File: src/sv/wsa_pkg.sv
`timescale 1ns / 1ps
`default_nettype none

package wsa_pkg;

  // Result kinds on the output channel
  typedef enum logic [1:0] {
    KIND_BYTE      = 2'd0,
    KIND_DELIVERED = 2'd1,
    KIND_ABORTED   = 2'd2
  } kind_t;

  // Input command codes
  localparam logic CMD_SEND     = 1'b0;
  localparam logic CMD_RESPONSE = 1'b1;

  // Exchange state
  typedef enum logic {
    ST_IDLE  = 1'b0,
    ST_AWAIT = 1'b1
  } st_t;

  localparam logic [3:0] MAX_ATTEMPTS_RST = 4'd3;
  localparam logic [2:0] FRAME_LEN        = 3'd5;
  localparam logic [2:0] STATUS_LEN       = 3'd1;

  // Frame handed from the controller to the emitter on an accepted item
  typedef struct packed {
    logic        load;
    kind_t       kind;
    logic [31:0] word;
    logic [7:0]  sum;
  } frame_t;

endpackage

`default_nettype wire

File: src/sv/wsa_in_if.sv
`timescale 1ns / 1ps
`default_nettype none

interface wsa_in_if;
  logic        valid;
  logic        ready;
  logic        cmd;
  logic [31:0] message;
  logic [7:0]  response;

  modport source (output valid, output cmd, output message, output response, input ready);
  modport sink (input valid, input cmd, input message, input response, output ready);
endinterface

`default_nettype wire

File: src/sv/wsa_out_if.sv
`timescale 1ns / 1ps
`default_nettype none

interface wsa_out_if;
  logic       valid;
  logic       ready;
  logic [1:0] kind;
  logic [7:0] tx_byte;
  logic       last;

  modport source (output valid, output kind, output tx_byte, output last, input ready);
  modport sink (input valid, input kind, input tx_byte, input last, output ready);
endinterface

`default_nettype wire

File: src/sv/wsa_ctrl.sv
`timescale 1ns / 1ps
`default_nettype none

module wsa_ctrl (
  input  wire logic          clk,
  input  wire logic          rst_n,
  input  wire logic          cfg_we,
  input  wire logic [3:0]    cfg_data,
  input  wire logic          acc,
  input  wire logic          cmd,
  input  wire logic [31:0]   message,
  input  wire logic [7:0]    response,
  output wsa_pkg::frame_t    frame
);

  wsa_pkg::st_t st_r, st_nxt;
  logic [31:0]  held_word_r, held_word_nxt;
  logic [7:0]   held_sum_r, held_sum_nxt;
  logic [3:0]   tries_r, tries_nxt;
  logic [3:0]   max_att_r;
  logic [7:0]   msg_sum;

  // Sum the four message bytes modulo 256
  assign msg_sum = message[31:24] + message[23:16] + message[15:8] + message[7:0];

  // Next state of the exchange
  always_comb begin
    st_nxt = st_r;
    if (acc) begin
      unique case (st_r)
        wsa_pkg::ST_IDLE: begin
          if (cmd == wsa_pkg::CMD_SEND) st_nxt = wsa_pkg::ST_AWAIT;
        end
        wsa_pkg::ST_AWAIT: begin
          if (cmd == wsa_pkg::CMD_RESPONSE &&
              (response[7] || !(tries_r < max_att_r))) begin
            st_nxt = wsa_pkg::ST_IDLE;
          end
        end
        default: st_nxt = wsa_pkg::ST_IDLE;
      endcase
    end
  end

  // Frame to emit and held data updates
  always_comb begin
    frame         = '0;
    frame.kind    = wsa_pkg::KIND_BYTE;
    frame.word    = held_word_r;
    frame.sum     = held_sum_r;
    held_word_nxt = held_word_r;
    held_sum_nxt  = held_sum_r;
    tries_nxt     = tries_r;
    if (acc) begin
      unique case (st_r)
        wsa_pkg::ST_IDLE: begin
          if (cmd == wsa_pkg::CMD_SEND) begin
            frame.load    = 1'b1;
            frame.word    = message;
            frame.sum     = msg_sum;
            held_word_nxt = message;
            held_sum_nxt  = msg_sum;
            tries_nxt     = 4'd1;
          end
        end
        wsa_pkg::ST_AWAIT: begin
          if (cmd == wsa_pkg::CMD_RESPONSE) begin
            frame.load = 1'b1;
            if (response[7]) begin
              frame.kind = wsa_pkg::KIND_DELIVERED;
            end else if (tries_r < max_att_r) begin
              tries_nxt = tries_r + 4'd1;
            end else begin
              frame.kind = wsa_pkg::KIND_ABORTED;
            end
          end
        end
        default: frame.load = 1'b0;
      endcase
    end
  end

  // Hold exchange state and the attempt limit
  always_ff @(posedge clk) begin
    if (!rst_n) begin
      st_r        <= wsa_pkg::ST_IDLE;
      held_word_r <= '0;
      held_sum_r  <= '0;
      tries_r     <= '0;
      max_att_r   <= wsa_pkg::MAX_ATTEMPTS_RST;
    end else begin
      st_r        <= st_nxt;
      held_word_r <= held_word_nxt;
      held_sum_r  <= held_sum_nxt;
      tries_r     <= tries_nxt;
      if (cfg_we) max_att_r <= cfg_data;
    end
  end

endmodule

`default_nettype wire

File: src/sv/wsa_emit.sv
`timescale 1ns / 1ps
`default_nettype none

module wsa_emit (
  input  wire logic          clk,
  input  wire logic          rst_n,
  input  wire wsa_pkg::frame_t frame,
  output logic               free,
  output logic               out_valid,
  input  wire logic          out_ready,
  output logic [1:0]         out_kind,
  output logic [7:0]         out_tx_byte,
  output logic               out_last
);

  logic [2:0]     cnt_r, cnt_nxt;
  wsa_pkg::kind_t kind_r;
  logic [31:0]    word_r;
  logic [7:0]     sum_r;
  logic           xfer;

  assign out_valid = (cnt_r != 3'd0);
  assign xfer      = out_valid && out_ready;
  // Take a new item once the final result of the current one is leaving
  assign free      = (cnt_r == 3'd0) || (cnt_r == 3'd1 && out_ready);

  // Load the result count for a new frame, else count down the results left in the frame
  always_comb begin
    cnt_nxt = cnt_r;
    if (frame.load) begin
      cnt_nxt = (frame.kind == wsa_pkg::KIND_BYTE) ? wsa_pkg::FRAME_LEN : wsa_pkg::STATUS_LEN;
    end else if (xfer) begin
      cnt_nxt = cnt_r - 3'd1;
    end
  end

  always_ff @(posedge clk) begin
    if (!rst_n) begin
      cnt_r <= '0;
    end else begin
      cnt_r <= cnt_nxt;
    end
  end

  // Latch the frame payload
  always_ff @(posedge clk) begin
    if (frame.load) begin
      kind_r <= frame.kind;
      word_r <= frame.word;
      sum_r  <= frame.sum;
    end
  end

  // Pick the byte for the current position, most significant first
  always_comb begin
    out_kind    = kind_r;
    out_last    = (cnt_r == 3'd1);
    out_tx_byte = '0;
    if (kind_r == wsa_pkg::KIND_BYTE) begin
      case (cnt_r)
        3'd5:    out_tx_byte = word_r[31:24];
        3'd4:    out_tx_byte = word_r[23:16];
        3'd3:    out_tx_byte = word_r[15:8];
        3'd2:    out_tx_byte = word_r[7:0];
        default: out_tx_byte = sum_r;
      endcase
    end
  end

endmodule

`default_nettype wire

File: src/sv/word_sender_with_ack_retry_top.sv
// The first result of an item is offered in the cycle after the item transfer.
// A send or resend gives five bytes, one per cycle while out_ch.ready is high, so the
// next item is taken at the earliest in the cycle its fifth byte transfers; a delivered
// or aborted item gives one status result. The result counter sets the pace.
// Reset (rst_n low, synchronous): idle, held word, checksum and try count cleared,
// max_attempts back to 3, no result pending.
`timescale 1ns / 1ps
`default_nettype none

module word_sender_with_ack_retry_top (
  input  wire logic   clk,
  input  wire logic   rst_n,
  input  wire logic   cfg_we,
  input  wire logic [3:0] cfg_data,
  wsa_in_if.sink      in_ch,
  wsa_out_if.source   out_ch
);

  wsa_pkg::frame_t frame;
  logic            free;
  logic            acc;

  // Input transfer
  assign in_ch.ready = free;
  assign acc         = in_ch.valid && free;

  wsa_ctrl u_ctrl (
    .clk      (clk),
    .rst_n    (rst_n),
    .cfg_we   (cfg_we),
    .cfg_data (cfg_data),
    .acc      (acc),
    .cmd      (in_ch.cmd),
    .message  (in_ch.message),
    .response (in_ch.response),
    .frame    (frame)
  );

  wsa_emit u_emit (
    .clk         (clk),
    .rst_n       (rst_n),
    .frame       (frame),
    .free        (free),
    .out_valid   (out_ch.valid),
    .out_ready   (out_ch.ready),
    .out_kind    (out_ch.kind),
    .out_tx_byte (out_ch.tx_byte),
    .out_last    (out_ch.last)
  );

endmodule

`default_nettype wire

File: src/flat_wrapper.sv
// flat-port wrapper written by rule: the top's interface ports become plain ports
module word_sender_with_ack_retry_top_flat 
  (clk, rst_n, cfg_we, cfg_data, in_ch_valid, in_ch_cmd, in_ch_message, in_ch_response, in_ch_ready, out_ch_valid, out_ch_kind, out_ch_tx_byte, out_ch_last, out_ch_ready);
  wsa_in_if in_ch_i ();
  wsa_out_if out_ch_i ();
  input  wire logic clk;
  input  wire logic rst_n;
  input  wire logic cfg_we;
  input  wire logic [3:0] cfg_data;
  input wire logic [$bits(in_ch_i.valid)-1:0] in_ch_valid;
  input wire logic [$bits(in_ch_i.cmd)-1:0] in_ch_cmd;
  input wire logic [$bits(in_ch_i.message)-1:0] in_ch_message;
  input wire logic [$bits(in_ch_i.response)-1:0] in_ch_response;
  output wire logic [$bits(in_ch_i.ready)-1:0] in_ch_ready;
  output wire logic [$bits(out_ch_i.valid)-1:0] out_ch_valid;
  output wire logic [$bits(out_ch_i.kind)-1:0] out_ch_kind;
  output wire logic [$bits(out_ch_i.tx_byte)-1:0] out_ch_tx_byte;
  output wire logic [$bits(out_ch_i.last)-1:0] out_ch_last;
  input wire logic [$bits(out_ch_i.ready)-1:0] out_ch_ready;
  assign in_ch_i.valid = in_ch_valid;
  assign in_ch_i.cmd = in_ch_cmd;
  assign in_ch_i.message = in_ch_message;
  assign in_ch_i.response = in_ch_response;
  assign in_ch_ready = in_ch_i.ready;
  assign out_ch_valid = out_ch_i.valid;
  assign out_ch_kind = out_ch_i.kind;
  assign out_ch_tx_byte = out_ch_i.tx_byte;
  assign out_ch_last = out_ch_i.last;
  assign out_ch_i.ready = out_ch_ready;
  word_sender_with_ack_retry_top u_core (.clk(clk), .rst_n(rst_n), .cfg_we(cfg_we), .cfg_data(cfg_data), .in_ch(in_ch_i), .out_ch(out_ch_i));
endmodule
File: config.mk
export PLATFORM = sky130hd
export DESIGN_NAME = word_sender_with_ack_retry_top_flat
export DESIGN_NICKNAME = d
export VERILOG_FILES = /design/src/sv/wsa_pkg.sv /design/src/sv/wsa_in_if.sv /design/src/sv/wsa_out_if.sv /design/src/sv/wsa_ctrl.sv /design/src/sv/wsa_emit.sv /design/src/sv/word_sender_with_ack_retry_top.sv /design/src/flat_wrapper.sv
export SDC_FILE = /design/constraint.sdc
export NUM_CORES = 1
export LEC_CHECK = 0
export ABC_AREA = 1
export ABC_CLOCK_PERIOD_IN_PS = 3100
export BUFFER_PORTS_ARGS = -buffer_cell sky130_fd_sc_hd__buf_2
export CAP_MARGIN = 10
export CORE_AREA = 5 5 99 138
export DETAILED_ROUTE_END_ITERATION = 7
export DIE_AREA = 0 0 104 143
export GPL_TIMING_DRIVEN = 0
export PLACE_DENSITY_LB_ADDON = 0.25
export SLEW_MARGIN = 10
export SYNTH_ARGS = -nofsm -noshare
export SYNTH_HDL_FRONTEND = slang
export SYNTH_HIERARCHICAL = 1
export SYNTH_SLANG_ARGS = --single-unit
File: constraint.sdc
create_clock -name clk -period 3.1 [get_ports clk]
set_input_delay 0.31 -clock clk [delete_from_list [all_inputs] [get_ports clk]]
set_output_delay 0.31 -clock clk [all_outputs]
set_load 0.02 [all_outputs]
# == Word-level counts from Yosys, hierarchy flattened ==
# Index checks and enable logic that the tools add are counted.
# word_totals
out_inout_bits,13
regBits,94
elab_cells,61
# op_classes
magnitude_cmp,1
n_eq_ne,9
muxes,21
add_sub_neg,5
bitwise_logic,2
reduce_logical,14
# op_table
op,count
40-bit two-way mux,2
43-bit two-way mux,1
8-bit case mux with 4 select lines,1
8-bit adder,3
4-bit two-way mux,4
3-bit two-way mux,4
8-bit two-way mux,1
4-bit case mux with 2 select lines,1
3-bit by 2-bit equality test with 1-bit output (second input constant),2
3-bit equality test (second input constant),2
2-bit two-way mux,3
2-bit inequality test (second input constant),3
5-bit AND reduction,1
4-bit by 1-bit adder with 4-bit output (second input constant),1
1-bit logical AND,4
2-bit logical NOT,2
4-bit less-than comparator,1
1-bit case mux with 2 select lines,2
3-bit by 1-bit equality test with 1-bit output (second input constant),1
3-bit logical NOT,1
3-bit AND reduction,1
3-bit nonzero test,1
3-bit by 1-bit subtractor with 3-bit output (second input constant),1
1-bit logical OR,2
5 further kinds,7

# == Depth between registers and ports, before layout ==
# Gate-level depths: netlist of the first run.
# logic_depth
word_depth,9
ltp_mapped,17
ltp_nobuf,16

# == By module ==
# Netlist of the first run, hierarchy kept.
# by_module_without_submodules
mod,seq_area_each_um2,n_inst,area_per_inst_um2,cells_per_inst
wsa_ctrl,980.9,1,3105.5,438
wsa_emit,1321.3,1,2004.4,163
word_sender_with_ack_retry_top,0.0,1,7.5,2

# == Least setup slack after synthesis of the first run ==
# OpenSTA, ideal clock, no wires.
# synth_timing
path_type,flip-flop to flip-flop
start,reg u_core.u_emit.cnt_r[1]
end,reg u_core.u_emit.cnt_r[2]
setup_slack_ps,-120
path_stages_with_launch,16
t_arrival_ps,3106
required_ps,2986
path_buffers,1
path_cell_list,dfxtp_1 -> inv_1 -> ha_1 -> buf_2 -> inv_1 -> nor2_1 -> nand2_1 -> nand2_1 -> nand2_1 -> inv_1 -> nand2_1 -> inv_1 -> inv_1 -> nand2_1 -> nand3_1 -> nor2b_1
# synth_lines
item,line,rtl
from (decl),wsa_emit.sv:16,"logic [2:0] cnt_r, cnt_nxt;"
from (signal assigned),wsa_emit.sv:41,cnt_r <= cnt_nxt;

==> results of run 1 <==
==> registers in the layout (all words and copies together), names as in the netlist <==
name and cells:
u_core/u_ctrl/st_r 1, u_core/u_ctrl/held_sum_r 8, u_core/u_ctrl/held_word_r 32, u_core/u_emit/out_kind 2, u_core/u_ctrl/max_att_r 4, u_core/u_ctrl/tries_r 4, u_core/u_emit/cnt_r 3, u_core/u_emit/word_r 32
u_core/u_emit/sum_r 8
==> stage by stage <==
step	setup TNS, ns	setup slack [ns]
finish	0	0.2801
global route	0	0.1497
CTS	0	0.06325
detailed placement	-0.1109	-0.06737
global placement	-0.007274	-0.007274
floorplan	0	0.3394
==> power breakdown <==
| part | total (mW) | switching, mW | leakage [nW] | internal, mW |
|---|---|---|---|---|
| Combinational | 1.80 | 1.18 | 1.72 | 0.618 |
| Clock | 1.09 | 0.464 | 0.139 | 0.631 |
| Sequential | 1.76 | 0.124 | 0.823 | 1.64 |
| Total | 4.66 | 1.77 | 2.69 | 2.89 |
==> Yosys cell counts (all sizes together) <==
cell	number	area [µm²]
nand3	58	335.3
or2	4	25.03
a21oi	53	265.3
nand2	127	484.2
nor2	34	135.1
xnor2	1	8.760
nor3	1	5.000
buf	22	185.2
a31oi	1	6.260
a21boi	1	7.510
edfxtp	42	1261
clkbuf	8	31.28
inv	78	292.8
xor2	4	35.03
fa	14	280.3
o21ai	80	467.9
dfxtp	52	1041
nor2b	1	6.260
nand4	5	31.28
ha	17	212.7
==> cell families (layout without fill, tap and decap cells) <==
logic type      Yosys count  after routing  synth area share [%]
simple gates            230            230                 19.98
compound gates          135            135                 14.60
buf+inv                 108            180                 9.951
flops                    94             94                 44.99
fa+ha+maj                31             31                 9.633
xor+xnor                  5              5                0.8557
==> metal layers <==
layer	global-route usage, %	part of all wire [%]
met2	29.97	50
met4	7.572	3.1
met5	0	0
met1	21.14	42
met3	3.211	4.5
==> cell usage in the layout, fill, tap and decap left out, types with 17 or more instances in the layout <==
cell type                    n
sky130_fd_sc_hd__nand2_1   124
sky130_fd_sc_hd__inv_1      73
sky130_fd_sc_hd__buf_2      64
sky130_fd_sc_hd__a21oi_1    53
sky130_fd_sc_hd__o21ai_0    53
sky130_fd_sc_hd__dfxtp_1    52
sky130_fd_sc_hd__nand3_1    49
sky130_fd_sc_hd__edfxtp_1   42
sky130_fd_sc_hd__nor2_1     33
sky130_fd_sc_hd__ha_1       17
==> layout make-up <==
type	instances	area share, %
Inverter	78	5.033
Clock inverter	6	1.210
Sequential cell	94	39.07
Tap cell	150	3.185
Timing Repair inverter	1	0.1274
Clock buffer	10	3.886
Multi-Input combinational cell	401	39.14
Buffer	30	3.674
Timing Repair Buffer	55	4.672
==> final timing paths <==
check	slack, ns	to
worst max-delay path	0.28	u_core/u_emit/sum_r[7]
worst min-delay path	0.19	u_core/u_ctrl/max_att_r[1]
worst min register to register	0.46	u_core/u_ctrl/max_att_r[1]
worst max register to register	0.42	u_core/u_emit/cnt_r[2]
==> worst max-delay path: stages <==
cell and delay (ns):
sky130_fd_sc_hd__buf_2 0.07, sky130_fd_sc_hd__inv_1 0.08, sky130_fd_sc_hd__fa_1 0.58, sky130_fd_sc_hd__inv_1 0.07
sky130_fd_sc_hd__fa_1 0.51, sky130_fd_sc_hd__ha_1 0.21, sky130_fd_sc_hd__inv_1 0.07, sky130_fd_sc_hd__fa_1 0.42
sky130_fd_sc_hd__inv_1 0.08, sky130_fd_sc_hd__nand4_1 0.09, sky130_fd_sc_hd__nand3_1 0.10, sky130_fd_sc_hd__inv_1 0.05
sky130_fd_sc_hd__nand2_1 0.07, sky130_fd_sc_hd__nand2_1 0.07, sky130_fd_sc_hd__nand2_1 0.06, sky130_fd_sc_hd__nand2_1 0.07
==> repair_timing <==
action                     in CTS  in global routing
gates resized for setup         0                  1
buffers inserted                0                  0
setup endpoints to repair       0                  7
==> impl_summary.md, run 1 <==
Drt
The violation count after the first detailed-routing iteration is 325. The DRC violation count after routing is 0. The first detailed-routing pass ran for 5 iterations. The number of vias per cell after detailed routing is 5.182.

The detailed router placed 4,275 vias in this run. The routed wire length is 12,720 µm. The count of nets left with antenna violations once routing finished came out at 0. The mean routed wirelength per cell is 15.42 µm.

Floorplan
The floorplan die width is 104 µm. The floorplan step defined a core boundary enclosing 0.01225 mm². From bottom edge to top edge, the die measures 143 µm. The die footprint is 0.01487 mm².

During I/O placement, the number of pins put on the boundary was 63. Once the floorplan was initialized, standard cells occupied 41.77% of the core. After floorplanning, the core was divided into 48 placement rows.

Cells and area
The growth of design area from synthesis to finish is 15.13%. Once layout is done, the placed cells without fillers occupy 0.005892 mm². The final instance count without filler cells is 825. Of the cells placed in the final design, the portion with a size suffix greater than 1 is 18.81%.

In the final layout, the multi-input gates occupy 0.002306 mm². In the final layout, flip-flops and latches occupy 0.002302 mm². The number of diodes added for antenna fixing is 0. Once layout is complete, the utilization of the core stands at 48.09%. After the last flow step, the layout net total stands at 751. The number of filler cells placed in the layout is 1,212.

Clock network
CTS saw 94 sinks. The maximum level of the CTS H-tree is 3. Buffers inserted to repair hold after CTS numbered 0. The TritonCTS clock tree is yes. The number of buffers added by the clock tree synthesis step is 9. At the later pin of the worst-skew pair, clock insertion delay measures 0.34 ns. The number of buffers on the longest clock path is 2. Clock-pin slew was measured on the worst setup and hold paths at 0.07 ns. The library cell used as clock root buffer is sky130_fd_sc_hd__clkbuf_16.

Global route
The aggregate global-route resource usage is 17.33%. The number of antenna violations at the first check in global routing is 0. Global routing finished with a remaining overflow of 0. Entering global routing, the biggest net connects 47 pins. The via count of the first global-routing pass is 4,176. The first global-routing pass estimated 20,700 µm of wire.

Critical path
The critical path data required time is 3.19 ns. Data on the critical path arrives at its endpoint at 2.91 ns. Measured in cells, the most critical reg-to-reg path has a length of 15.

In this run the worst path has a maximum fanout of 3. Tracing the worst setup path back leads to its startpoint at in_ch_message[1]. The type of destination of the critical path is a flop. The startpoint kind of the worst setup timing path is an input pin.

The worst setup path is of the input pin to flop kind. The source of the worst register-to-register timing path is u_core/u_emit/cnt_r[1].

Placed design
Once detailed placement completed, the half-perimeter wirelength came to 9940 µm. The final RePlAce weighted congestion is 0.8505. Once placement completed, the tool counted placed cells totaling 808. The number of buffer cells added on primary ports is 55. The post-place instance area is 0.005584 mm².

Power
In this run the static leakage power is 2.685 nW. IR analysis of the VDD net gives a maximum drop of 0.3005 mV. The completed layout was analyzed and its total power is 4.657 mW. The power per cell area is 790.4 mW/mm².

Hold path
The critical hold path startpoint is cfg_data[1]. Counting instances, the worst hold path has a depth of 3. The worst hold path belongs to the class input pin to flop.

Run status
The flow ran to the end, and the final reports show no timing, DRC or antenna violations.

Synthesis
The number of nets handed over by synthesis was 684. The cell area that synthesis handed to floorplanning was 0.005117 mm². The number of warnings reported in the yosys synthesis log is 6. For this run, the register share of the synthesized area comes to 44.99%.

Yosys mapped the design onto 34 distinct sky130hd cell types. Synthesis handed over a netlist of 603 instances. Averaged over all synthesized cells, the footprint is 8.487 µm². The total of flip-flops plus latches after synthesis is 94.

Timing
For the pin with the worst max-slew slack, the measured transition is 0.5854 ns. The maximum clock frequency is 0.3546 GHz. Between clock sinks in the finished design, the worst skew comes to 0.004618 ns. After layout, the worst path uses 90.96% of the clock period. Setup violations remaining at the end of the flow were counted as 0. The final number of max-transition violations came to 0.

The number of hold-slack violations in the final timing report was 0. For the finished layout, the period the worst path requires is 2.820 ns. The worst hold margin is 0.1851 ns. Setup repair after global routing left no endpoint under its margin. The normalized max-slew margin is 60.97%.

Job
Across the run, the number of max-cap violations was 0.
No activity file was read; power rests on OpenSTA's default activity.
==> run 2: changes to the inputs <==
Settings changed: CORE_AREA 5 5 99 138 to 3 3 97 136, DIE_AREA 0 0 104 143 to 0 0 100 139, GPL_ROUTABILITY_DRIVEN set to 0, PLACE_DENSITY_LB_ADDON 0.25 to unset.
==> run 2 against run 1 <==
  * Design area is 0.25% lower
  * Global-route usage increased by 0.62 points
  * First-iteration DRC count down 26%
  * Sequential power hardly changed
  * Count of clock-buffer cells in the layout is 1 higher
  * Critical path type unchanged
  * Highest routed layer unchanged
==> impl_summary.md, run 2 (same netlist as run 1, synthesis figures left out) <==
Placed design
The sum of net half-perimeters after detailed placement is 9686 µm (-2.6%). The post-place instance area is 0.005584 mm² (unchanged). The pre-CTS setup slack is -0.03576 ns (+0.03162 ns).

The number of buffer cells added on primary ports was 55 (unchanged).

Global route
The number of antenna violations at the first check in global routing came to 0 (unchanged). The final global-route overflow total is 0 (unchanged). The via count of the first global-routing pass is 3,934 (-5.8%). The first-pass GRT wire length is 19,470 µm (-5.9%). The aggregate global-route resource usage was 17.95% (+0.62 points). The maximum number of pins on one net before global-route repair is 47 (unchanged).

Timing
The shortest period the worst path allows is 2.766 ns (-0.05425 ns). The number of setup violations in the final report came to 0 (unchanged). The transition time at the pin with the least slew margin was 0.5234 ns (-0.06197 ns). The slack of the critical path was 0.3343 ns (+0.05425 ns). Setup repair after global routing left no endpoint under its margin. The worst hold margin is 0.1868 ns (+0.001647 ns).

The normalized max-slew margin came to 65.11% (+4.1 points). The final number of max-transition violations is 0 (unchanged). The portion of the clock cycle consumed by the worst path in the final layout is 89.21% (-1.7 points). The number of hold-slack violations in the final timing report came to 0 (unchanged). The maximum clock frequency is 0.3616 GHz (+2.0%). The clock skew after layout is 0.004967 ns (+0.0003487 ns).

Floorplan
The number of primary I/O pins came to 63 (unchanged). The die footprint is 0.01390 mm² (-6.5%). The floorplan die width was 100 µm (-3.8%). The total core area is 0.01219 mm² (-0.49%).

The row count is 48 (unchanged). The die outline height came to 139 µm (-2.8%). The effective utilization at floorplan was 41.97% (+0.21 points).

Cells and area
The number of diodes added for antenna fixing was 0 (unchanged). The area growth from synthesis to layout is 14.84%. The core utilization of the finished layout is 48.20% (+0.11 points). The area taken by multi-input logic gates is 0.002306 mm² (unchanged). The combined flip-flop and latch cell area is 0.002302 mm² (unchanged). The library cell used most frequently in the layout, excluding fill and tap cells, is sky130_fd_sc_hd__nand2_1. The largest registers in the layout are u_core/u_ctrl/held_word_r (32), u_core/u_emit/word_r (32). The final instance area was 0.005877 mm² (-0.25%).

The library cells used most frequently in the layout, excluding fill and tap cells, are sky130_fd_sc_hd__nand2_1, sky130_fd_sc_hd__inv_1, sky130_fd_sc_hd__buf_2. The layout net count is 751 (unchanged). The number of filler cells placed in the layout came to 1,204 (-0.66%). The share of post-route cells with drive strength above 1 is 18.81% (unchanged).

Critical path
The critical path data required time came to 3.19 ns (about the same). The arrival time reported for the critical path endpoint came to 2.85 ns (-0.06 ns). The worst setup path is captured at a flop. The launch point of the worst path is in_ch_message[1]. The largest fanout of any net on the critical path is 3 (unchanged). The classification of the worst setup path is input pin to flop. The startpoint kind of the worst setup timing path is an input pin. The startpoint identified for the worst register-to-register timing path is u_core/u_emit/cnt_r[1].

Clock network
The number of buffers on the longest clock path is 2 (unchanged). The maximum level of the CTS H-tree was 3 (unchanged). The hold-fix buffer count after cts is 0 (unchanged). The library cell used as clock root buffer is sky130_fd_sc_hd__clkbuf_16. The clock input transition at the sequential cells of the worst setup and hold paths was 0.06 ns (about the same). The count of clock tree sinks was 94 (unchanged). TritonCTS built the clock tree. The clock insertion delay at the later pin of the skew report is 0.34 ns (about the same). The number of buffers added by the clock tree synthesis step is 9 (unchanged).

Power
The part of the total power dissipated in combinational logic is 38.8% (+0.2 points). The share of total power consumed by net switching was 37.89% (-0.083 points). The static leakage came to 2.687 nW (about the same). The worst voltage drop across the vdd grid is 0.2343 mV (-22%). The total net switching power is 1.736 mW (-1.8%). The sequential cell fraction of total power is 38.4% (+0.5 points). The internal portion of total power is 2.846 mW (-1.5%). The clock share of power is 22.7% (-0.8 points).

The power per cell area is 779.6 mW/mm² (-1.4%). The post-layout total power came to 4.581 mW (-1.6%).

Hold path
The path class of the tightest hold or removal check is input pin to flop. The critical hold path startpoint is cfg_data[0].

Run status
The flow ran to the end, and the final reports show no timing, DRC or antenna violations.

Job
The number of max-capacitance violations reported is 0 (unchanged).

Drt
The DRC violation count after routing was 0 (unchanged). The mean routed wirelength per cell is 14.94 µm (-3.1%). The iteration count of the initial detailed-routing pass is 5 (unchanged). The number of vias per cell after detailed routing is 5.091 (-1.8%).

The routed wire length is 12,330 µm (-3.1%). The vias after detailed routing is 4,200 (-1.8%). The violation count after the first detailed-routing iteration came to 242 (-26%). The remaining number of nets flagged by the antenna check after routing came to 0 (unchanged).
==> run 2: cell types whose count changed in the layout (fill, tap and decap cells not counted) <==
cell                         change
sky130_fd_sc_hd__clkinv_2        +3
sky130_fd_sc_hd__clkinvlp_4      -1
sky130_fd_sc_hd__bufinv_16       -1
sky130_fd_sc_hd__clkbuf_16       +1
sky130_fd_sc_hd__clkinv_4        -2
==> run 2: path summary, 6_finish.rpt <==
check                               end  slack, ns  depth (start not counted)
min reg2reg  u_core/u_ctrl/max_att_r[2]       0.47                          2
min          u_core/u_ctrl/max_att_r[0]       0.19                          3
max reg2reg    u_core/u_ctrl/tries_r[2]       0.47                         15
max              u_core/u_emit/sum_r[7]       0.33                         16
==> run 2: per-layer routing <==
layer | up-vias | global-route usage, % | wire length (µm)
met5 | - | 0 | 0
li1 | 2117 | - | -
met3 | 19 | 2.919 | 630
met4 | 0 | 8.304 | 394
met2 | 116 | 30.67 | 6132
met1 | 1948 | 21.87 | 5169
==> run 2: metrics by stage <==
stage / setup TNS (ns) / instances
floorplan: 0 / 603
global placement: -0.02792 / 808
detailed placement: -0.03647 / 808
CTS: 0 / 824
global route: 0 / 825
finish: 0 / 825
==> run 2: critical path, stage by stage <==
cell and delay, ns:
sky130_fd_sc_hd__buf_2 0.07, sky130_fd_sc_hd__inv_1 0.08, sky130_fd_sc_hd__fa_1 0.57, sky130_fd_sc_hd__inv_1 0.06, sky130_fd_sc_hd__fa_1 0.51, sky130_fd_sc_hd__ha_1 0.20, sky130_fd_sc_hd__inv_1 0.06, sky130_fd_sc_hd__fa_1 0.42
sky130_fd_sc_hd__inv_1 0.08, sky130_fd_sc_hd__nand4_1 0.09, sky130_fd_sc_hd__nand3_1 0.11, sky130_fd_sc_hd__inv_1 0.04, sky130_fd_sc_hd__nand2_1 0.07, sky130_fd_sc_hd__nand2_1 0.06, sky130_fd_sc_hd__nand2_1 0.05, sky130_fd_sc_hd__nand2_1 0.06
==> run 2: repair_timing <==
action	4_1_cts	5_1_grt
resized for setup	0	1
setup buffers	0	0
setup endpoints to repair	0	7
endpoints found under the hold margin	0	0
==> run 2: power by group through the flow <==
stage	registers (mW)	clock network [mW]	logic, mW
3_5_place_dp	1.79	0	1.77
5_1_grt	1.79	1.12	1.99
4_1_cts	1.76	1.07	1.78
3_3_place_gp	1.78	0	1.74
2_1_floorplan	1.76	0	1.29
6_report	1.76	1.04	1.78
==> run 2: final cells by class <==
cell class                 instances  share of cell area [%]
tap                              150                   3.194
buffer                            30                   3.683
sequential                        94                   39.17
clock inverter                     5                  0.5323
multi-input combinational        401                   39.24
timing repair inverter             1                  0.1277
clock buffer                      11                   4.322
inverter                          78                   5.046
timing repair buffer              55                   4.684
==> run 3: changes to the inputs <==
Settings changed: CELL_PAD_IN_SITES_DETAIL_PLACEMENT set to 1, CELL_PAD_IN_SITES_GLOBAL_PLACEMENT set to 1, CTS_BUF_LIST set to sky130_fd_sc_hd__clkbuf_4 sky130_fd_sc_hd__clkbuf_8, PLACE_DENSITY_LB_ADDON set to 0.1.
==> run 3 against run 2 <==
  * Non-clock buffer count stayed put
  * Clock skew is 0.0062 ns higher
  * Combinational power is 3% higher
  * Largest power group unchanged
  * Global-route usage is 3.3 points higher
  * Utilization is 0.94 points lower
  * Critical path depth stayed put
  * Critical path type unchanged
  * Count of clock-buffer cells in the layout is 1 lower
==> impl_summary.md, run 3 (same netlist as run 1, synthesis figures left out) <==
Critical path
The arrival time reported for the critical path endpoint came to 2.91 ns (+0.06 ns). The delay of the slowest cell on the worst path is 0.58 ns (about the same). The largest fanout of any net on the critical path was 3 (unchanged). The signal on the critical path passes through buf_2 > inv_1 > fa_1 > inv_1 > fa_1 > ha_1 > inv_1 > fa_1 > inv_1 > nand4_1 > nand3_1 > inv_1 > nand2_1 > nand2_1 > nand2_1 > nand2_1. The number of buffer and inverter stages on the critical path is 6 (unchanged). In this design, the critical path's most frequently occurring cell is sky130_fd_sc_hd__inv_1. The classification of the worst setup path is input pin to flop. The critical path data required time came to 3.21 ns (+0.02 ns).

The slowest cell on the critical path is sky130_fd_sc_hd__fa_1. The source of the worst register-to-register timing path is u_core/u_emit/cnt_r[1]. Among cell families on the critical path, the largest total delay comes from adder cells.

The number of cells on the worst reg-to-reg path is 15 (unchanged). The startpoint kind of the worst setup timing path is an input pin. The reg-to-reg setup timing slack is 0.39 ns (-0.08 ns). STA classifies the critical path endpoint as a flop. The endpoint of the lowest-slack register-to-register path is u_core/u_ctrl/tries_r[3].

Floorplan
The total core area is 0.01219 mm² (unchanged). The floorplan die width is 100 µm (unchanged). The die outline height was 139 µm (unchanged). The effective utilization at floorplan was 41.97% (unchanged).

The number of primary I/O pins is 63 (unchanged). The die footprint came to 0.01390 mm² (unchanged). The row count was 48 (unchanged).

Timing
The number of setup violations in the final report was 0 (unchanged). The slack of the critical path is 0.3036 ns (-0.03075 ns). The setup TNS is 0 ns (unchanged). The clock skew after layout is 0.01116 ns (+0.006192 ns). The maximum clock frequency came to 0.3576 GHz (-1.1%).

The normalized max-slew margin is 61.13% (-4.0 points). The shortest period the worst path allows is 2.796 ns (+0.03075 ns). The worst hold margin came to 0.1569 ns (-0.02990 ns). The portion of the clock cycle consumed by the worst path in the final layout came to 90.21% (+0.99 points). The number of hold-slack violations in the final timing report is 0 (unchanged). Setup repair after global routing left no endpoint under its margin.

The transition time at the pin with the least slew margin is 0.5830 ns (+0.05959 ns). The final number of max-transition violations was 0 (unchanged).

Global route
The number of antenna violations at the first check in global routing came to 0 (unchanged). The final global-route overflow total is 0 (unchanged). The via count of the first global-routing pass is 4,426 (+13%). The first-pass GRT wire length was 22,830 µm (+17%). The maximum number of pins on one net before global-route repair was 24 (-49%). The aggregate global-route resource usage is 21.26% (+3.3 points).

Power
The worst voltage drop across the vdd grid is 0.2483 mV (+6.0%). The power per cell area was 751.8 mW/mm² (-3.6%). The post-layout total power is 4.331 mW (-5.5%).

The static leakage is 2.633 nW (-2.0%).

Cells and area
The share of post-route cells with drive strength above 1 came to 18.81% (unchanged). The final instance area was 0.005762 mm² (-2.0%). The growth of design area from synthesis to finish is 12.59%.

The layout net count is 751 (unchanged). The number of diodes added for antenna fixing came to 0 (unchanged). In the layout the commonest cells are sky130_fd_sc_hd__nand2_1, sky130_fd_sc_hd__inv_1, sky130_fd_sc_hd__buf_2. The largest registers in the layout are u_core/u_ctrl/held_word_r (32), u_core/u_emit/word_r (32). The most frequent standard cell in the layout excluding fill and tap cells is sky130_fd_sc_hd__nand2_1. The final instance count without filler cells came to 825 (unchanged). The core utilization of the finished layout is 47.26% (-0.94 points).

Drt
The mean routed wirelength per cell was 17.03 µm (+14%). The vias after detailed routing is 4,265 (+1.5%). The number of vias per cell after detailed routing is 5.170 (+1.5%). The routed wire length is 14,050 µm (+14%). The iteration count of the initial detailed-routing pass is 4 (-1).

The violation count after the first detailed-routing iteration is 168 (-31%). The DRC violation count after routing was 0 (unchanged). The remaining number of nets flagged by the antenna check after routing is 0 (unchanged).

Run status
The flow ran to the end, and the final reports show no timing, DRC or antenna violations.

Clock network
The clock insertion delay at the later pin of the skew report was 0.36 ns (+0.02 ns). TritonCTS built the clock tree. Clock tree synthesis selected as its root buffer the cell sky130_fd_sc_hd__clkbuf_8. The number of buffers added by the clock tree synthesis step is 9 (unchanged). The number of buffers on the longest clock path was 2 (unchanged). The count of clock tree sinks came to 94 (unchanged). The hold-fix buffer count after cts came to 0 (unchanged). The maximum level of the CTS H-tree was 3 (unchanged).

The clock input transition at the sequential cells of the worst setup and hold paths came to 0.09 ns (+0.03 ns). The number of buffers inserted by post-CTS setup repair is 0 (unchanged).

Hold path
The critical hold path startpoint is cfg_data[1]. The path class of the tightest hold or removal check is input pin to flop. The worst min-delay path endpoint is u_core/u_ctrl/max_att_r[1].

The number of cells on the worst hold path is 3 (unchanged).

Job
The number of max-capacitance violations reported is 0 (unchanged).

Placed design
The cell count after placement is 808 (unchanged). The number of buffer cells added on primary ports is 55 (unchanged). The post-place instance area is 0.005584 mm² (unchanged).

The pre-CTS setup slack was -0.08926 ns (-0.05351 ns). The sum of net half-perimeters after detailed placement was 11,160 µm (+15%).
==> run 3: cell types whose count changed in the layout (fill, tap and decap cells not counted) <==
cell and change:
sky130_fd_sc_hd__clkinv_2 -1, sky130_fd_sc_hd__clkinv_4 +1, sky130_fd_sc_hd__clkbuf_4 +1, sky130_fd_sc_hd__clkinv_1 +1, sky130_fd_sc_hd__clkbuf_8 +9, sky130_fd_sc_hd__clkbuf_16 -10, sky130_fd_sc_hd__clkbuf_1 -1
==> run 3: repair_timing <==
item,4_1_cts,5_1_grt
setup endpoints to repair,4,23
resized for setup,0,1
cloned,1,0
==> run 3: worst min-delay path, delay by kind of cell <==
kind	cells	cell delay, ns
compound gates	2	0.11
buf+inv	1	0.08
==> run 3: metal layers <==
layer  GRT usage (%)  vias to the layer above  share of wire, %
li1                -                     2114                 -
met1           26.13                     2074                43
met2           37.67                       62                52
met3           3.020                       15               3.0
met4           7.239                        0               2.2
met5               0                        -                 0
==> run 3: final cells by class <==
cell class	instances	area (µm²)
fill	1553	6430
clock inverter	6	38.79
sequential	94	2302
timing repair buffer	55	275.3
timing repair inverter	1	7.507
clock buffer	10	131.4
tap	150	187.7
inverter	78	296.5
buffer	30	216.5
multi-input combinational	401	2306
==> run 3: worst max-delay path by stage <==
stage | start | end | slack, ns | depth (start not counted)
4_1_cts | u_core/u_emit/cnt_r[1] | u_core/u_emit/out_kind[0] | 0.09 | 11
5_1_grt | u_core/u_emit/cnt_r[1] | u_core/u_emit/cnt_r[2] | 0.05 | 15
2_1_floorplan | u_core/u_emit/cnt_r[1] | u_core/u_emit/cnt_r[2] | 0.34 | 15
6_report | in_ch_message[1] | u_core/u_emit/sum_r[7] | 0.30 | 16
3_5_place_dp | in_ch_message[1] | u_core/u_emit/sum_r[7] | -0.09 | 16
3_3_place_gp | in_ch_message[1] | u_core/u_emit/sum_r[5] | -0.06 | 12
==> run 3: power by group <==
part | switching, mW | internal [mW] | leakage [nW] | total, mW
Combinational | 1.21 | 0.619 | 1.72 | 1.83
Clock | 0.438 | 0.300 | 0.0875 | 0.738
Sequential | 0.126 | 1.64 | 0.823 | 1.76
Total | 1.77 | 2.56 | 2.63 | 4.33
